===== src/design/pds_ram.sv =====
// ----------------------------------------------------------------------------
// pds_ram: simple dual-port synchronous RAM
// One write port, one read port, read data registered.
// ----------------------------------------------------------------------------
`default_nettype none

module pds_ram #(
  parameter int unsigned WIDTH = 32,
  parameter int unsigned DEPTH = 64,
  localparam int unsigned AW = $clog2(DEPTH)
) (
  input  wire logic             clk_i,
  input  wire logic             we_i,
  input  wire logic [AW-1:0]    waddr_i,
  input  wire logic [WIDTH-1:0] wdata_i,
  input  wire logic [AW-1:0]    raddr_i,
  output logic      [WIDTH-1:0] rdata_o
);

  logic [WIDTH-1:0] mem [DEPTH];

  always_ff @(posedge clk_i) begin
    if (we_i) begin
      mem[waddr_i] <= wdata_i;
    end
  end

  always_ff @(posedge clk_i) begin
    rdata_o <= mem[raddr_i];
  end

endmodule

`default_nettype wire


===== config.mk =====
export PLATFORM = sky130hd
export DESIGN_NAME = pds_ram
export DESIGN_NICKNAME = d
export VERILOG_FILES = /design/src/design/pds_ram.sv
export SDC_FILE = /design/constraint.sdc
export NUM_CORES = 2
export LEC_CHECK = 0
export BUFFER_PORTS_ARGS = -buffer_cell sky130_fd_sc_hd__buf_2
export CAP_MARGIN = 20
export CORE_ASPECT_RATIO = 2
export CORE_MARGIN = 2
export CORE_UTILIZATION = 47
export DETAILED_ROUTE_END_ITERATION = 8
export PLACE_DENSITY_LB_ADDON = 0.15
export SYNTH_ARGS = -nofsm -noshare
export SYNTH_HDL_FRONTEND = slang
export SYNTH_SLANG_ARGS = --single-unit

===== constraint.sdc =====
create_clock -name clk_i -period 8.8 [get_ports clk_i]
set_input_delay 0 -clock clk_i [delete_from_list [all_inputs] [get_ports clk_i]]
set_output_delay 0 -clock clk_i [all_outputs]
set_load 0.02 [all_outputs]

After elaboration in Yosys (flattened, before gate mapping)

Memory sizes are Yosys's and may differ from the RTL's. A register that Yosys moved wholly into a read port is not among the register bits.
Index checks and enable logic that the tools add are counted.

Mux-type cells: 2

Operator list:

| cell             | count |
|---|---|
| 1-bit 2-to-1 mux | 2 |

RAM bits: 2048
Register bits: 0
Memories kept: 1
Output and inout bits: 32

Memory list:

| name | depth | width | rd ports | clocked after Yosys merged registers in | write ports | RTL line | source |
|---|---|---|---|---|---|---|---|
| mem  | 64    | 32    | 1        | 1                                       | 1           | 20       | `logic [WIDTH-1:0] mem [DEPTH];` |

Logic depth before layout (Yosys ltp)

Depth after elaboration: 2
Gate-level depth with buffers: 10
Mapped depth without buffers: 5

Least setup slack after synthesis

OpenSTA, ideal clock, no wires.

Kind: input to register
Start: input waddr_i[3]
End: memory mem[48][0] (enable)
Arrival: 2.699 ns
Data required time: 8.339 ns
Setup time: 0.461 ns
Path slack: 5.640 ns
Stages: 4
Path through: clkbuf_1 > nor2b_1 > nand4b_1 > nor3_1

RTL lines:

| element         | RTL line | source |
|---|---|---|
| start, declared | 14       | `input wire logic [AW-1:0] waddr_i,` |
| end, declared   | 20       |  |

Straight into the memory's write port.

==> out/summary.txt <==
Synthesized area per cell - 23.6 sq um
Placed insts - 5462
Min-Delay Path Class - input pin to register
Tightest Pin Transition - 1.11 ns
Grt ovf - 0
Pint - 15700 uW
Ys async rst share - 0%
Lkg Pwr - 0.0274 uW
Area after DPL - 82100 sq um
Initial Utilization - 47.2%
Antenna violations before repair - 14
1st-iter DRT viols - 3822
Final instance area - 88500 sq um
Worst R2R End - rdata_o[7]$_DFF_P_
Finished Core Util - 53.2%
DR DRC count - 0
Clock skew - 0.0326 ns
Post-route antenna net violation count - 0
Vias - 36900
Yosys warnings - 0
Final wirelength - 215000 microns
Hold endpoint - rdata_o[3]$_DFF_P_
Rel. slew slack - 26.1%
Post-Syn Area - 78500 sq um
Worst reg2reg path depth - 5
Fill count - 12300
FF/Latch Area - 62100 sq um
Total track usage - 25.4%
Mapped Cells - 3324
Core ar. - 166000 sq um
Reg power frac - 55.4%
Clock share of power - 39.4%
Number of synthesized flops with an enable pin - 2048
Worst r2r src - mem[4][7]$_DFFE_PP_
WS Path Type - input pin to register
Area growth syn-to-layout - 12.8%
CTS HTree Levels - 4
CTS tree - built
Area of the multi-input gates - 16000 sq um
Main synth FF type - edfxtp_1
Die height - 582 microns
Post-DP HPWL - 117000 microns
Worst EP arrival - 3.76 ns
Met1 Usage GRT - 31.5%
Peak Freq - 0.323 GHz
Setup crit end kind - register
Worst Path Required - 9.46 ns
Fin cells - 5849
Final hold violations - 0
Ratio of cells with drive above 1 in the final layout - 28.8%
Syn Nets - 3370
Hold_ws - 0.0443 ns
Distinct cells, synth - 34
Gr busiest metal - met2
Clk slew on worst S/H paths - 0.07 ns
Placer Congestion - 0.781
Max-Cap Viols - 0
Vias per std cell - 6.31
Rows - 212
Worst VDD drop - 0.155 mV
Vias in the first global route - 38600
Net Sw Power - 4210 uW
Clock latency on the worst-skew pair - 0.82 ns
Fin crit share - 35.2%
Grt met2 use - 45.3%
Clock buffer depth - 4
Die area - 171000 sq um
Outcome - completed
Synthesized flop and latch total - 2080
Switching part of the total power - 21.2%
Reg2Reg Setup Slack - 6.48 ns
RSZ-0062 raised after global routing - false
CP max FO - 73
Sequential-to-total area share from yosys stat - 79.1%
Met3 Usage GRT - 3.23%
Clock sinks - 2080
# IOs - 78
Fin. max-slew vios - 0
Pre-antenna DRT Iters - 6
# port buffers - 77
CP Launch Type - input pin
Die Span X - 293 microns
CTS buffer count - 181
First-pass GRT wire length - 298000 microns
Hold depth - 4
Setup Total Neg Slack - 0 ns
Min-delay src - raddr_i[2]
DR WL/cell - 36.7 microns
CTS root buffer - clkbuf_16
PD cells - 225 nW/um^2
Final net count - 3606
Minimum clock period - 3.10 ns
# setup viols final - 0
Gate power share - 5.2%
Largest net degree at the start of global routing - 96
-- through the flow --
step	total power [uW]	worst slack (ns)
finish	19900	5.70
global route	20400	5.56
CTS	20000	5.73
detailed placement	12300	4.88
global placement	12200	4.95
floorplan	11800	5.64
-- routing by layer --
metal	part of all wire [%]	up-vias
li1	-	14700
met1	36	20200
met2	53	1632
met3	6.6	382
met4	4.2	8
met5	0.027	-
-- area by class of cell --
cell class | count | share of cell area [%]
Clock buffer | 232 | 5.47
Antenna cell | 10 | 0.0283
Clock inverter | 90 | 0.934
Timing Repair Buffer | 235 | 2.31
Sequential cell | 2080 | 70.2
Multi-Input combinational cell | 1062 | 18.0
Tap cell | 2140 | 3.02
-- critical path, stage by stage --
cell and delay [ns]:
buf_8 0.46, buf_4 0.73, buf_4 0.93, mux4_2 0.42, mux4_2 0.54, o22ai_1 0.39, nor2_1 0.12
-- synth_stat cells, types with 3 or more instances --
cell	count	area share (%)
o221ai_1	27	0.30
a311oi_1	8	0.089
dfxtp_1	32	0.82
mux4_2	544	16
buf_4	25	0.24
o22ai_1	84	0.67
nor2b_1	15	0.12
nand2b_1	8	0.064
edfxtp_1	2048	78
mux2i_1	93	1.2
o32ai_1	4	0.045
buf_1	21	0.10
nor3_1	7	0.045
a41o_1	4	0.051
nand3b_1	5	0.048
nand2_1	26	0.12
a22oi_1	12	0.11
or3_1	3	0.024
or3b_2	3	0.033
clkbuf_1	74	0.35
nand3_1	5	0.032
buf_2	57	0.36
and3_1	4	0.032
nor2_1	137	0.65
a21oi_1	62	0.40
buf_6	5	0.072
-- power groups by stage --
stage	Sequential [uW]	Combinational (uW)	Clock (uW)
3_5_place_dp	11200	1020	0
2_1_floorplan	11200	533	0
4_1_cts	11000	1030	7960
6_report	11000	1040	7840
3_3_place_gp	11200	995	0
5_1_grt	11000	1100	8290
-- placed cells by master, fill, tap and decap left out, types with 3 or more instances in the layout --
master         instances
and3_1                 4
mux4_2               544
a311oi_1               8
a22oi_1               12
o221ai_1              27
o22ai_1               84
diode_2               10
nand3b_1               5
clkinv_1              32
clkinvlp_4             8
nor3_1                 5
nand2_1               26
edfxtp_1            2048
or3b_2                 3
dfxtp_1               32
a21oi_1               62
clkbuf_1              41
bufinv_16             15
nand2b_1               7
o32ai_1                4
or3_1                  3
clkbuf_8               8
buf_8                  3
buf_12                25
clkinv_2              30
nor2_4                62
nor2b_1               14
a41o_1                 4
clkbuf_16            183
buf_4                 98
mux2i_1               93
dlygate4sd3_1         34
nand3_1                5
buf_2                 73
nor2_1                74
-- state kept, by name (all words and copies together) (netlist names) --
| register | count |
|---|---|
| rdata_o | 32 |
| mem | 2048 |
-- what timing repair did --
item	4_1_cts	5_1_grt
gates resized for setup	0	0
endpoints found under the hold margin	1065	405
setup endpoints to repair	0	0
setup buffers	0	0
hold buffers	27	7
-- worst max-delay path by stage --
stage	from	endpoint	depth (start not counted)
2_1_floorplan	waddr_i[3]	mem[48][0]$_DFFE_PP_	4
3_3_place_gp	raddr_i[1]	rdata_o[1]$_DFF_P_	7
3_5_place_dp	raddr_i[1]	rdata_o[1]$_DFF_P_	7
4_1_cts	raddr_i[1]	rdata_o[1]$_DFF_P_	7
5_1_grt	raddr_i[0]	rdata_o[2]$_DFF_P_	8
6_report	raddr_i[1]	rdata_o[1]$_DFF_P_	7
-- kinds of logic after synthesis --
family | synth area share, %
muxes | 16.8
AOI/OAI and AO/OA | 1.67
DFF | 79.1
and+or+nand+nor | 1.27
buffers and inverters | 1.13
No activity file was read; power rests on OpenSTA's default activity.
