**src/design/pds_pkg.sv**
```systemverilog
// ----------------------------------------------------------------------------
// pds_pkg: shared types and constants of the pentadiagonal system solver
// Word formats, fixed-point helpers and controller state encoding.
// ----------------------------------------------------------------------------
`default_nettype none

package pds_pkg;

  localparam int unsigned FRAC_BITS = 16;
  localparam int unsigned MAX_ROWS  = 64;
  localparam int unsigned IDX_W     = 6;
  localparam int unsigned CNT_W     = 7;
  localparam int unsigned DIV_W     = 32 + FRAC_BITS;
  localparam int unsigned DIV_CNT_W = $clog2(DIV_W);
  localparam int unsigned FACT_W    = 96;

  localparam logic [1:0] STATUS_OK   = 2'd0;
  localparam logic [1:0] STATUS_ZERO = 2'd1;
  localparam logic [1:0] STATUS_ROWS = 2'd2;

  typedef struct packed {
    logic signed [31:0] sub2_coef;
    logic signed [31:0] sub1_coef;
    logic signed [31:0] main_diag;
    logic signed [31:0] sup1_coef;
    logic signed [31:0] sup2_coef;
    logic signed [31:0] rhs_value;
    logic               last_row;
  } pds_in_t;

  typedef struct packed {
    logic signed [31:0] solution;
    logic [5:0]         row_index;
    logic [1:0]         status;
    logic               last_out;
  } pds_out_t;

  typedef enum logic [3:0] {
    ST_IDLE, ST_FMUL, ST_FACC, ST_DWAIT, ST_WRITE, ST_ERR,
    ST_BRD, ST_BM1, ST_BA1, ST_BA2, ST_ORD, ST_OLD, ST_OUT
  } pds_state_e;

  // Saturate a wide sum to 32 bits.
  function automatic logic signed [31:0] sat32_f(input logic signed [63:0] v);
    if (v > 64'sd2147483647) begin
      return 32'sh7FFF_FFFF;
    end else if (v < -64'sd2147483648) begin
      return 32'sh8000_0000;
    end else begin
      return v[31:0];
    end
  endfunction

  // Scale a raw product back to Q format, round half up.
  function automatic logic signed [63:0] mulq_f(input logic signed [63:0] p);
    logic signed [63:0] t;
    t = p + (64'sd1 <<< (FRAC_BITS - 1));
    return t >>> FRAC_BITS;
  endfunction

endpackage

`default_nettype wire

```
**src/design/pds_div.sv**
```systemverilog
// ----------------------------------------------------------------------------
// pds_div: iterative fixed-point divider
// Restoring division, one quotient bit per cycle, saturating Q result.
// ----------------------------------------------------------------------------
`default_nettype none

module pds_div
  import pds_pkg::*;
(
  input  wire logic               clk_i,
  input  wire logic               rst_ni,
  input  wire logic               start_i,
  input  wire logic signed [31:0] num_i,
  input  wire logic signed [31:0] den_i,
  output logic                    done_o,
  output logic signed [31:0]      quot_o
);

  localparam logic [DIV_W-1:0] POS_MAX = DIV_W'(64'h7FFF_FFFF);
  localparam logic [DIV_W-1:0] NEG_MAG = DIV_W'(64'h8000_0000);

  logic                 busy_q, done_q, sign_q;
  logic [DIV_CNT_W-1:0] cnt_q;
  logic [DIV_W-1:0]     dvd_q;
  logic [31:0]          dsr_q, rem_q;
  logic [32:0]          rem_sh, rem_sub;
  logic                 ge;
  logic [31:0]          abs_n, abs_d;
  logic [DIV_W-1:0]     neg_q;

  always_comb begin
    abs_n   = num_i[31] ? (~num_i + 32'd1) : num_i;
    abs_d   = den_i[31] ? (~den_i + 32'd1) : den_i;
    rem_sh  = {rem_q, dvd_q[DIV_W-1]};
    ge      = rem_sh >= {1'b0, dsr_q};
    rem_sub = rem_sh - {1'b0, dsr_q};
    neg_q   = ~dvd_q + DIV_W'(1);
  end

  always_ff @(posedge clk_i or negedge rst_ni) begin
    if (!rst_ni) begin
      busy_q <= 1'b0;
      done_q <= 1'b0;
      cnt_q  <= '0;
    end else if (start_i) begin
      busy_q <= 1'b1;
      done_q <= 1'b0;
      cnt_q  <= '0;
    end else if (busy_q) begin
      cnt_q <= cnt_q + DIV_CNT_W'(1);
      if (cnt_q == DIV_CNT_W'(DIV_W - 1)) begin
        busy_q <= 1'b0;
        done_q <= 1'b1;
      end
    end else begin
      done_q <= 1'b0;
    end
  end

  always_ff @(posedge clk_i) begin
    if (start_i) begin
      sign_q <= num_i[31] ^ den_i[31];
      dvd_q  <= {abs_n, {FRAC_BITS{1'b0}}};
      dsr_q  <= abs_d;
      rem_q  <= '0;
    end else if (busy_q) begin
      rem_q <= ge ? rem_sub[31:0] : rem_sh[31:0];
      dvd_q <= {dvd_q[DIV_W-2:0], ge};
    end
  end

  always_comb begin
    if (!sign_q) begin
      quot_o = (dvd_q > POS_MAX) ? 32'sh7FFF_FFFF : dvd_q[31:0];
    end else begin
      quot_o = (dvd_q > NEG_MAG) ? 32'sh8000_0000 : neg_q[31:0];
    end
  end

  assign done_o = done_q;

endmodule

`default_nettype wire

```
**config.mk**
```make
export PLATFORM = sky130hd
export DESIGN_NAME = pds_div
export DESIGN_NICKNAME = d
export VERILOG_FILES = /design/src/design/pds_pkg.sv /design/src/design/pds_div.sv
export SDC_FILE = /design/constraint.sdc
export NUM_CORES = 1
export LEC_CHECK = 0
export BUFFER_PORTS_ARGS = -buffer_cell sky130_fd_sc_hd__buf_2
export CAP_MARGIN = 20
export CORE_MARGIN = 1.5
export CORE_UTILIZATION = 55
export DETAILED_ROUTE_END_ITERATION = 16
export PLACE_DENSITY_LB_ADDON = 0.12
export SLEW_MARGIN = 20
export SYNTH_ARGS = -nofsm -noshare
export SYNTH_HDL_FRONTEND = slang
export SYNTH_SLANG_ARGS = --single-unit
```
**constraint.sdc**
```tcl
create_clock -name clk_i -period 4.1 [get_ports clk_i]
set_input_delay 0.41 -clock clk_i [delete_from_list [all_inputs] [get_ports clk_i]]
set_output_delay 0.41 -clock clk_i [all_outputs]
set_load 0.1 [all_outputs]
```
After elaboration in Yosys (flattened, before gate mapping)
Index checks and enable logic that the tools add are counted.

storage, ports and cells
  output and inout port bits = 33
  bits of input ports = 67
  word-level logic and storage cells = 40
  register bits after elaboration = 121

cells by class
  bitwise logic cells = 4
  $lt $le $gt $ge = 3
  muxes and demuxes = 16
  reductions and logical operators = 1
  equal/unequal tests = 2
  add/sub/neg operators = 5

operator list
  cell                                                             count
  2-to-1 mux 32 bit                                                5
  adder 32 x 1 -> 32 bit, second input constant                    3
  2-to-1 mux 48 bit                                                2
  NOT 32 bit                                                       3
  greater-than comparator 48 x 31 -> 1 bit, second input constant  1
  greater-than comparator 48 x 32 -> 1 bit, second input constant  1
  >= comparator 33 x 32 -> 1 bit                                   1
  subtractor 32 bit                                                1
  2-to-1 mux 31 bit                                                1
  2-to-1 mux 6 bit                                                 2
  adder 6 x 1 -> 6 bit, second input constant                      1
  equality test 6 bit, second input constant                       1
  2-to-1 mux 1 bit                                                 6
  inequality test 3 x 2 -> 1 bit, second input constant            1
  nonzero test 2 bit                                               1
  bitwise XOR 1 bit                                                1

Longest topological paths before layout
Gate-level depths: netlist of the first run.

  depth in word-level cells = 4
  depth in mapped cells = 13
  gate-level depth less buffers = 12

Worst setup path after synthesis of the first run
No wires, ideal clock.

  path type = register -> output
  start point = register dvd_q[0]
  end point = output quot_o[14]
  stages on the path, launching flop included = 12
  slack = -2,064 ps
  buffers on the path = 1
  arrival = 5,754 ps
  cell sequence = dfxtp_1 inv_1 ha_1 nor3b_1 and3_1 and4_1 nand4b_1 a21o_1 inv_2 nand2_1 clkbuf_1 o311ai_0

on the way
  word-level cells in the longest chain between the ends = 4

ends and longest elaborated chain
  what                      line           text
  start: declaration        pds_div.sv:24  logic [DIV_W-1:0] dvd_q;
  start signal: assignment  pds_div.sv:63  dvd_q <= {abs_n, {FRAC_BITS{1'b0}}};
  start signal: assignment  pds_div.sv:68  dvd_q <= {dvd_q[DIV_W-2:0], ge};
  NOT 32 bit                pds_div.sv:37  neg_q = ~dvd_q + DIV_W'(1);
  adder 32 x 1 -> 32 bit    pds_div.sv:37
  2-to-1 mux 32 bit         pds_div.sv:76  quot_o = (dvd_q > NEG_MAG) ? 32'sh8000_0000 : neg_q[31:0];
  2-to-1 mux 32 bit (*)     pds_div.sv:73  if (!sign_q) begin
  end: declaration          pds_div.sv:16  output logic signed [31:0] quot_o

Every way passes the cells marked *; elsewhere a longest branch is shown, timed or not.

Worst setup path after layout of the first run
  start point = register dvd_q[0]
  end point = output quot_o[31]

Same word-level chain as after synthesis.

==> metrics.cfg, run 1 <==
[yosys]
async_reset_ff_frac = 0.0661
avgSynthCellArea_um2 = 8.76
yosysMostFrequentCell = nand2_1
synth_top_area_cell = edfxtp_1
synth.yosys.warnings = 0
synth_sequential_area_ratio = 0.363
syn-num-nets = 1084
synth_edf_count = 65
synth_top_flop_cell = edfxtp_1
synth_common_cells = nand2_1 (106), nor2_1 (83), xnor2_1 (77), o21ai_0 (70), edfxtp_1 (65)
ys_ff_latch = 121
synthTopCellsByArea = edfxtp_1 (23%), dfxtp_1 (11%), xnor2_1 (7.9%)
netlist_instances = 980
synthesis.area_um2 = 8590
ys_types = 77
synth.top_cell.area_share = 0.227

[clocking]
cts_made_buffers = 17
cts.sinks = 121
clkTransAtPathRegs_ns = 0.06
cts_max_level = 4
cts_tree = yes
ctsLongestPathBuffers = 2
clk_latency_ns = 0.42
cts-root-buf = clkbuf_16

[sta]
whs_ns = 0.203
slew_violations = 0
worst_pin_slew_ns = 0.861
timing.setup.tns_ns = 0
final.setup_skew_ns = 0.00686
slew_headroom = 0.424
rsz0062_at_grt = no
post-route-period-util = 0.969
setup_viol = 0
fmax_mhz = 252
finalHoldViolCount = 0
period_minus_slack_ns = 3.97

[setup_path]
cp.arrival_ns = 3.56
critPathRequiredTime_ns = 3.69
start_kind = flip-flop
worstSetupPathType = reg2out
path_max_fanout = 4
crit_path_end_kind = primary output

[job]
drv_cap = 0

[grt]
grtUsageTotal = 0.271
grt_first_pass_wirelength_um = 35400
grt_max_degree = 71
overflow = 0
grt_pass1_vias = 7203
antenna_found_initial = 0

[die]
dieArea_um2 = 16400
start_util = 0.565
row_count = 45
core_um2 = 15200
die_y_um = 128
die_w_um = 128
boundaryPins = 100

[route]
vias = 7749
drt_iter0_markers = 609
drc = 0
wl_per_cell_um = 17.0
avgViaCountPerCell = 6.13
drt_wl_total_um = 21500
dr.pass1.iters = 5
ant_nets = 0

[worst_hold_path]
hp-class = in2reg

[power_and_ir_drop]
p_per_area_nw_per_um2 = 497
total_power_mw = 5.11
vdd_drop_max_uv = 316
p_leak_nw = 4.29

[cells_and_area]
design_area_um2 = 10300
fin_nets = 1168
n_antenna_cell = 0
drive_gt1_frac = 0.171
final_core_util = 0.676
area.growth.synth_to_final_pct = 19.6
num-fill-cells = 1264

[place]
place_hpwl_um = 15300
globalplace.congestion = 0.874
port_buffers = 99
placed_cell_area_um2 = 9640

[run_status]
outcome = finished clean

-- repair_timing --
item                                   in CTS  in global routing
endpoints found under the hold margin       8                  0
hold buffers                                1                  0
setup endpoints to repair                   1                 20
resized for setup                           1                  4
buffers inserted                            0                  1
pin swaps                                   0                  0
-- power by group --
part	leakage [nW]	switching [mW]	internal (mW)
registers	1.17	0.156	1.46
clock network	0.274	0.542	0.971
logic	2.85	1.23	0.746
-- stage by stage --
stage / setup WS, ns / instances
2_1_floorplan: -0.608 / 980
3_3_place_gp: 0.454 / 1231
3_5_place_dp: 0.447 / 1231
4_1_cts: 0.0233 / 1264
5_1_grt: 0.00752 / 1265
6_report: 0.127 / 1265
-- flip-flops by register name (all words and copies together), names as in the netlist --
| register | count |
|---|---|
| cnt_q | 6 |
| sign_q | 1 |
| rem_q | 32 |
| dsr_q | 32 |
| dvd_q | 48 |
| busy_q | 1 |
| done_o | 1 |
-- metal layers --
| metal | global-route usage | part of all wire |
|---|---|---|
| met1 | 0.379 | 0.47 |
| met2 | 0.421 | 0.45 |
| met3 | 0.0497 | 0.067 |
| met4 | 0.0972 | 0.018 |
| met5 | 0 | 0 |
-- cell type report --
type	count	area (um^2)	area share
clock buffer	21	450	0.0439
timing repair buffer	115	870	0.0847
clock inverter	11	149	0.0145
tap	188	235	0.0229
multi-input combinational	756	5250	0.512
sequential	121	3110	0.303
inverter	53	199	0.0194
-- worst paths after layout --
check / cells after the start / slack, ns / from / end
min in group asynchronous: 2 / 0.36 / rst_ni / cnt_q[0]
max in group asynchronous: 2 / 3.55 / rst_ni / busy_q
max: 10 / 0.13 / dvd_q[0] / quot_o[31]
min reg2reg: 2 / 0.49 / rem_q[15] / rem_q[15]
max reg2reg: 12 / 0.56 / dsr_q[4] / rem_q[10]
min: 1 / 0.20 / den_i[0] / dsr_q[0]
-- critical path, cell delays in order (launching register included) --
cell and delay (ns):
dfxtp_1 0.34, or2_4 0.27, or4b_4 0.56, nor3_4 0.23
nand4_2 0.14, or3_4 0.36, or3_1 0.33, or3_1 0.33
xnor2_1 0.13, a21oi_1 0.20, buf_6 0.26
-- layout by cell type, fill, tap and decap left out, drive strengths merged, types with 17 or more instances in the layout --
cell type / n
o31ai: 25
nand2: 106
xnor2: 77
a21oi: 42
or3: 20
nand3: 20
a311oi: 21
mux2i: 20
clkbuf: 22
ha: 36
edfxtp: 65
o21ai: 71
nor3: 17
buf: 113
a22o: 29
dfxtp: 48
nor2: 84
inv: 53
a21o: 22
-- kinds of logic after synthesis --
logic type | count (synthesis) | synth area share
fa+ha+maj | 37 | 0.0548
mux | 20 | 0.0233
xor+xnor | 87 | 0.0887
compound gates | 288 | 0.239
simple gates | 324 | 0.186
flops | 121 | 0.363
buf+inv | 103 | 0.0459
Note: power is estimated with default switching activity, not from simulation.
==> run 2: changes to the inputs <==
--- a/config.mk
+++ b/config.mk
@@ -9,8 +9,9 @@
 export CAP_MARGIN = 20
 export CORE_MARGIN = 1.5
 export CORE_UTILIZATION = 55
+export CTS_BUF_LIST = sky130_fd_sc_hd__clkbuf_4 sky130_fd_sc_hd__clkbuf_8
 export DETAILED_ROUTE_END_ITERATION = 16
-export PLACE_DENSITY_LB_ADDON = 0.12
+export PLACE_DENSITY = 0.78
 export SLEW_MARGIN = 20
 export SYNTH_ARGS = -nofsm -noshare
 export SYNTH_HDL_FRONTEND = slang
==> run 2 against run 1 <==
Core utilization down 0.86 points. Setup slack better by 0.048 ns. Clock power down 22%. Critical path depth unchanged. Fmax up 1.2%. Via count down 0.58%.
==> metrics.cfg, run 2 (same netlist as run 1, synthesis figures left out) <==
[worst_hold_path]
hp-class = in2reg  ; unchanged

[clocking]
cts-root-buf = clkbuf_8  ; was clkbuf_16
cts_tree = yes  ; unchanged
clkTransAtPathRegs_ns = 0.07  ; was 0.06 ns
cts.sinks = 121  ; unchanged
cts_made_buffers = 17  ; unchanged
ctsLongestPathBuffers = 2  ; unchanged
cts_max_level = 4  ; unchanged
clk_latency_ns = 0.45  ; was 0.42 ns

[grt]
grt_first_pass_wirelength_um = 34200  ; was 35400 um
antenna_found_initial = 0  ; unchanged
grt_pass1_vias = 7053  ; was 7203
grt_max_degree = 65  ; was 71
overflow = 0  ; unchanged
grtUsageTotal = 0.259  ; was 0.271

[sta]
slew_headroom = 0.540  ; was 0.424
setup_viol = 0  ; unchanged
rsz0062_at_grt = no  ; unchanged
setup_ws_ns = 0.175  ; was 0.127 ns
post-route-period-util = 0.957  ; was 0.969
slew_violations = 0  ; unchanged
final.setup_skew_ns = 0.0165  ; was 0.00686 ns
timing.setup.tns_ns = 0  ; unchanged
finalHoldViolCount = 0  ; unchanged
period_minus_slack_ns = 3.92  ; was 3.97 ns
worst_pin_slew_ns = 0.690  ; was 0.861 ns
fmax_mhz = 255  ; was 252 MHz

[route]
ant_nets = 0  ; unchanged
wl_per_cell_um = 16.5  ; was 17.0 um
drc = 0  ; unchanged
vias = 7704  ; was 7749
dr.pass1.iters = 5  ; unchanged
avgViaCountPerCell = 6.09  ; was 6.13
drt_iter0_markers = 681  ; was 609
drt_wl_total_um = 20900  ; was 21500 um

[place]
placed_cells = 1231  ; unchanged
pre_cts_ws_ns = 0.314  ; was 0.447 ns
port_buffers = 99  ; unchanged
placed_cell_area_um2 = 9640  ; unchanged
place_hpwl_um = 14900  ; was 15300 um
globalplace.congestion = 0.902  ; was 0.874

[power_and_ir_drop]
p_leak_nw = 4.26  ; was 4.29 nW
p_per_area_nw_per_um2 = 469  ; was 497 nW/um^2
vdd_drop_max_uv = 255  ; was 316 uV

[cells_and_area]
final_cell_mix = nand2_1 (106), nor2_1 (82), buf_2 (78)  ; was nand2_1 (105), nor2_1 (83), buf_2 (80)
final_common_cell = nand2_1  ; unchanged
fin_nets = 1168  ; unchanged
n_antenna_cell = 0  ; unchanged
drive_gt1_frac = 0.176  ; was 0.171
largest_reg_flops = 48  ; unchanged
fin_cells = 1265  ; unchanged
area.growth.synth_to_final_pct = 18.1  ; was 19.6%
design_area_um2 = 10100  ; was 10300 um^2
largest-register = dvd_q  ; unchanged
multi_input_comb_area_um2 = 5280  ; was 5250 um^2
top_regs = dvd_q (48), dsr_q (32), rem_q (32)  ; unchanged
seq_area_um2 = 3110  ; unchanged
num-fill-cells = 1243  ; was 1264

[die]
die_w_um = 128  ; unchanged
boundaryPins = 100  ; unchanged
start_util = 0.565  ; unchanged
die_y_um = 128  ; unchanged
core_um2 = 15200  ; unchanged
row_count = 45  ; unchanged
dieArea_um2 = 16400  ; unchanged

[setup_path]
path_max_fanout = 5  ; was 4
critPathRequiredTime_ns = 3.69  ; about the same
cp.arrival_ns = 3.51  ; was 3.56 ns
crit_path_end_kind = primary output  ; unchanged
start_kind = flip-flop  ; unchanged
worstSetupPathType = reg2out  ; unchanged

[job]
drv_cap = 0  ; unchanged

[run_status]
outcome = finished clean  ; unchanged

==> run 2: cell types whose count changed in the layout (fill, tap and decap cells not counted), sizes merged <==
cell      previous run  this run
clkinvlp             5         1
clkbuf              22        27
buf                113       111
clkinv               3         4
inv                 53        52
bufinv               3         4
==> run 2: report_power, final <==
part           switching (mW)  internal (mW)  total [mW]
sequential              0.151           1.46        1.61
combinational            1.22          0.742        1.96
clock                   0.466          0.717        1.18
==> run 2: per-layer routing <==
| metal | part of all wire | vias to the layer above | track usage | wire (um) |
|---|---|---|---|---|
| li1 | - | 3813 | - | - |
| met1 | 0.47 | 3608 | 0.371 | 9910 |
| met2 | 0.46 | 258 | 0.407 | 9510 |
| met3 | 0.055 | 25 | 0.0392 | 1150 |
| met4 | 0.015 | 0 | 0.0747 | 310 |
| met5 | 0 | - | 0 | 0 |
==> run 2: worst paths after layout <==
path,start,end,slack (ns),cells past startpoint
max in group asynchronous,rst_ni,busy_q,3.58,2
max reg2reg,dsr_q[3],rem_q[10],0.62,12
min in group asynchronous,rst_ni,cnt_q[5],0.34,2
min,den_i[0],dsr_q[0],0.17,1
min reg2reg,rem_q[5],rem_q[6],0.50,2
max,dvd_q[1],quot_o[31],0.18,10
==> run 2: area by class of cell <==
cell class	instances	share of cell area
Tap cell	188	0.0232
Inverter	53	0.0196
Sequential cell	121	0.307
Clock buffer	24	0.0289
Multi-Input combinational cell	756	0.520
Timing Repair Buffer	115	0.0866
Clock inverter	8	0.0143
==> run 2: stage by stage <==
stage | util | power, mW | hold slack, ns
2_1_floorplan | - | 3.08 | 0.114
3_3_place_gp | 0.634 | 3.52 | 0.262
3_5_place_dp | 0.634 | 3.55 | 0.264
4_1_cts | 0.665 | 4.75 | 0.154
5_1_grt | 0.667 | 5.03 | 0.166
6_report | 0.667 | 4.76 | 0.175
==> run 2: worst max-delay path, cell delays in order, from the launching register on <==
cell     delay, ns
dfxtp_1       0.35
or2_4         0.25
or4b_4        0.55
nor3_4        0.18
nand4_2       0.16
or3_4         0.37
or3_1         0.33
or3_1         0.33
xnor2_1       0.13
a21oi_1       0.17
buf_6         0.25
==> run 2: what timing repair did <==
item	CTS	global route
gates cloned	0	0
gates resized for setup	3	8
hold buffers	1	0
endpoints found under the hold margin	8	0
endpoints found under the setup margin	1	11
pin swaps	1	1
buffers inserted	1	0
==> run 3: changes to the inputs <==
--- a/config.mk
+++ b/config.mk
@@ -11,7 +11,8 @@
 export CORE_UTILIZATION = 55
 export CTS_BUF_LIST = sky130_fd_sc_hd__clkbuf_4 sky130_fd_sc_hd__clkbuf_8
 export DETAILED_ROUTE_END_ITERATION = 16
-export PLACE_DENSITY = 0.78
+export MAX_ROUTING_LAYER = met4
+export PLACE_DENSITY = 0.83
 export SLEW_MARGIN = 20
 export SYNTH_ARGS = -nofsm -noshare
 export SYNTH_HDL_FRONTEND = slang
==> run 3 against run 2 <==
Sequential power hardly changed. Global-route usage is 1.2 points higher. Critical endpoint unchanged. Sequential share of layout area is 0.091 points lower. Non-clock buffer count is 2 higher. Fmax hardly changed.
==> metrics.cfg, run 3 (same netlist as run 1, synthesis figures left out) <==
[run_status]
outcome = finished clean  ; unchanged

[sta]
final.setup_skew_ns = 0.0126  ; was 0.0165 ns
post-route-period-util = 0.957  ; about the same
whs_ns = 0.179  ; was 0.175 ns
finalHoldViolCount = 0  ; unchanged
slew_violations = 0  ; unchanged
worst_pin_slew_ns = 0.868  ; was 0.690 ns
slew_headroom = 0.419  ; was 0.540
fmax_mhz = 255  ; about the same
timing.setup.tns_ns = 0  ; unchanged
period_minus_slack_ns = 3.93  ; was 3.92 ns
setup_viol = 0  ; unchanged

[cells_and_area]
drive_gt1_frac = 0.180  ; was 0.176
final_core_util = 0.669  ; was 0.667
final_common_cell = nand2_1  ; unchanged
n_antenna_cell = 0  ; unchanged
largest-register = dvd_q  ; unchanged
top_regs = dvd_q (48), dsr_q (32), rem_q (32)  ; unchanged
fin_nets = 1170  ; was 1168
final_cell_mix = nand2_1 (105), nor2_1 (83), xnor2_1 (77)  ; was nand2_1 (106), nor2_1 (82), buf_2 (78)
area.growth.synth_to_final_pct = 18.4  ; was 18.1%
largest_reg_flops = 48  ; unchanged

[grt]
overflow = 0  ; unchanged
antenna_found_initial = 0  ; unchanged
grtUsageTotal = 0.271  ; was 0.259
grt_max_degree = 74  ; was 65
grt_pass1_vias = 7263  ; was 7053
grt_first_pass_wirelength_um = 34900  ; was 34200 um

[setup_path]
crit_path_end_kind = primary output  ; unchanged
path_max_fanout = 4  ; was 5
start_kind = flip-flop  ; unchanged
worstSetupPathType = reg2out  ; unchanged
critPathRequiredTime_ns = 3.69  ; about the same
rrSetupSlack_ns = 0.52  ; was 0.62 ns
cp.arrival_ns = 3.52  ; was 3.51 ns

[route]
dr.pass1.iters = 5  ; unchanged
drc = 0  ; unchanged
wl_per_cell_um = 16.6  ; was 16.5 um
drt_wl_total_um = 21100  ; was 20900 um
ant_nets = 0  ; unchanged
avgViaCountPerCell = 6.18  ; was 6.09
drt_iter0_markers = 667  ; was 681
vias = 7836  ; was 7704

[die]
start_util = 0.565  ; unchanged
core_um2 = 15200  ; unchanged
die_y_um = 128  ; unchanged
row_count = 45  ; unchanged
die_w_um = 128  ; unchanged
dieArea_um2 = 16400  ; unchanged
boundaryPins = 100  ; unchanged

[clocking]
cts_max_level = 4  ; unchanged
cts-root-buf = clkbuf_8  ; unchanged
clkTransAtPathRegs_ns = 0.08  ; was 0.07 ns
cts_tree = yes  ; unchanged
clk_latency_ns = 0.45  ; about the same
ctsLongestPathBuffers = 2  ; unchanged
cts.sinks = 121  ; unchanged
cts_made_buffers = 17  ; unchanged

[power_and_ir_drop]
pwr-share-clk = 0.236  ; was 0.249
seqPwrFrac = 0.344  ; was 0.339
p_leak_nw = 4.26  ; about the same
comb_power_share = 0.421  ; was 0.412
switching_share = 0.398  ; was 0.386
p_switching_mw = 1.87  ; was 1.83 mW
p_int_mw = 2.83  ; was 2.92 mW
p_per_area_nw_per_um2 = 461  ; was 469 nW/um^2
vdd_drop_max_uv = 353  ; was 255 uV

[place]
port_buffers = 99  ; unchanged
place_hpwl_um = 15100  ; was 14900 um
globalplace.congestion = 0.915  ; was 0.902

[job]
drv_cap = 0  ; unchanged

[worst_hold_path]
hp-class = in2reg  ; unchanged

## run 3: changes by cell type in the layout (fill, tap and decap cells not counted), moves of 2 or more
cell,delta
clkinv_2,+4
inv_2,-2
buf_2,-7
clkinvlp_4,+3
buf_4,+3
## run 3: repair_timing
item / CTS / global route
setup endpoints to repair: 10 / 20
setup buffers: 0 / 1
gates resized for setup: 4 / 19
hold endpoints to repair: 8 / 0
pin swaps: 0 / 1
hold buffers: 1 / 0
## run 3: power groups by stage
stage	registers [mW]	logic, mW	clock network (mW)
3_3_place_gp	1.62	1.90	0
4_1_cts	1.60	1.94	1.11
5_1_grt	1.63	2.16	1.17
3_5_place_dp	1.63	1.93	0
6_report	1.61	1.97	1.11
2_1_floorplan	1.57	1.50	0
## run 3: final timing paths
| kind | startpoint | cells after the start | to |
|---|---|---|---|
| setup / recovery | dvd_q[0] | 10 | quot_o[31] |
| hold / removal | den_i[0] | 1 | dsr_q[0] |
| setup reg to reg | dsr_q[3] | 12 | rem_q[28] |
| hold reg to reg | rem_q[15] | 2 | rem_q[15] |
| max in group asynchronous | rst_ni | 2 | busy_q |
| min in group asynchronous | rst_ni | 2 | done_o |
## run 3: area by class of cell
cell class / instances / area (um^2)
Clock inverter: 13 / 154
Inverter: 53 / 201
Timing Repair Buffer: 117 / 931
Sequential cell: 121 / 3110
Multi-Input combinational cell: 756 / 5290
Clock buffer: 19 / 249
Tap cell: 188 / 235
Fill cell: 1185 / 5030
## run 3: critical path: stages, from the launching register on
cell	delay, ns
dfxtp_1	0.34
or2_4	0.27
or4b_4	0.54
nor3_4	0.17
nand4_2	0.13
or3_4	0.36
or3_1	0.34
or3_1	0.33
xnor2_1	0.13
a21oi_1	0.19
buf_6	0.25
## run 3: routing by layer
| layer | part of all wire | GRT usage |
|---|---|---|
| met5 | 0 | - |
| met4 | 0.013 | 0.0806 |
| met3 | 0.062 | 0.0538 |
| met2 | 0.48 | 0.427 |
| met1 | 0.45 | 0.354 |
## run 3: per-stage QoR
stage                     setup WS, ns  power, mW  cells  instance area [um^2]
after floorplan                 -0.608       3.08    980                  8750
after global placement           0.384       3.52   1232                  9640
after detailed placement         0.319       3.55   1233                  9670
after CTS                     -0.00118       4.66   1266                 10100
after global routing          -0.00653       4.95   1267                 10200
final                            0.175       4.69   1267                 10200
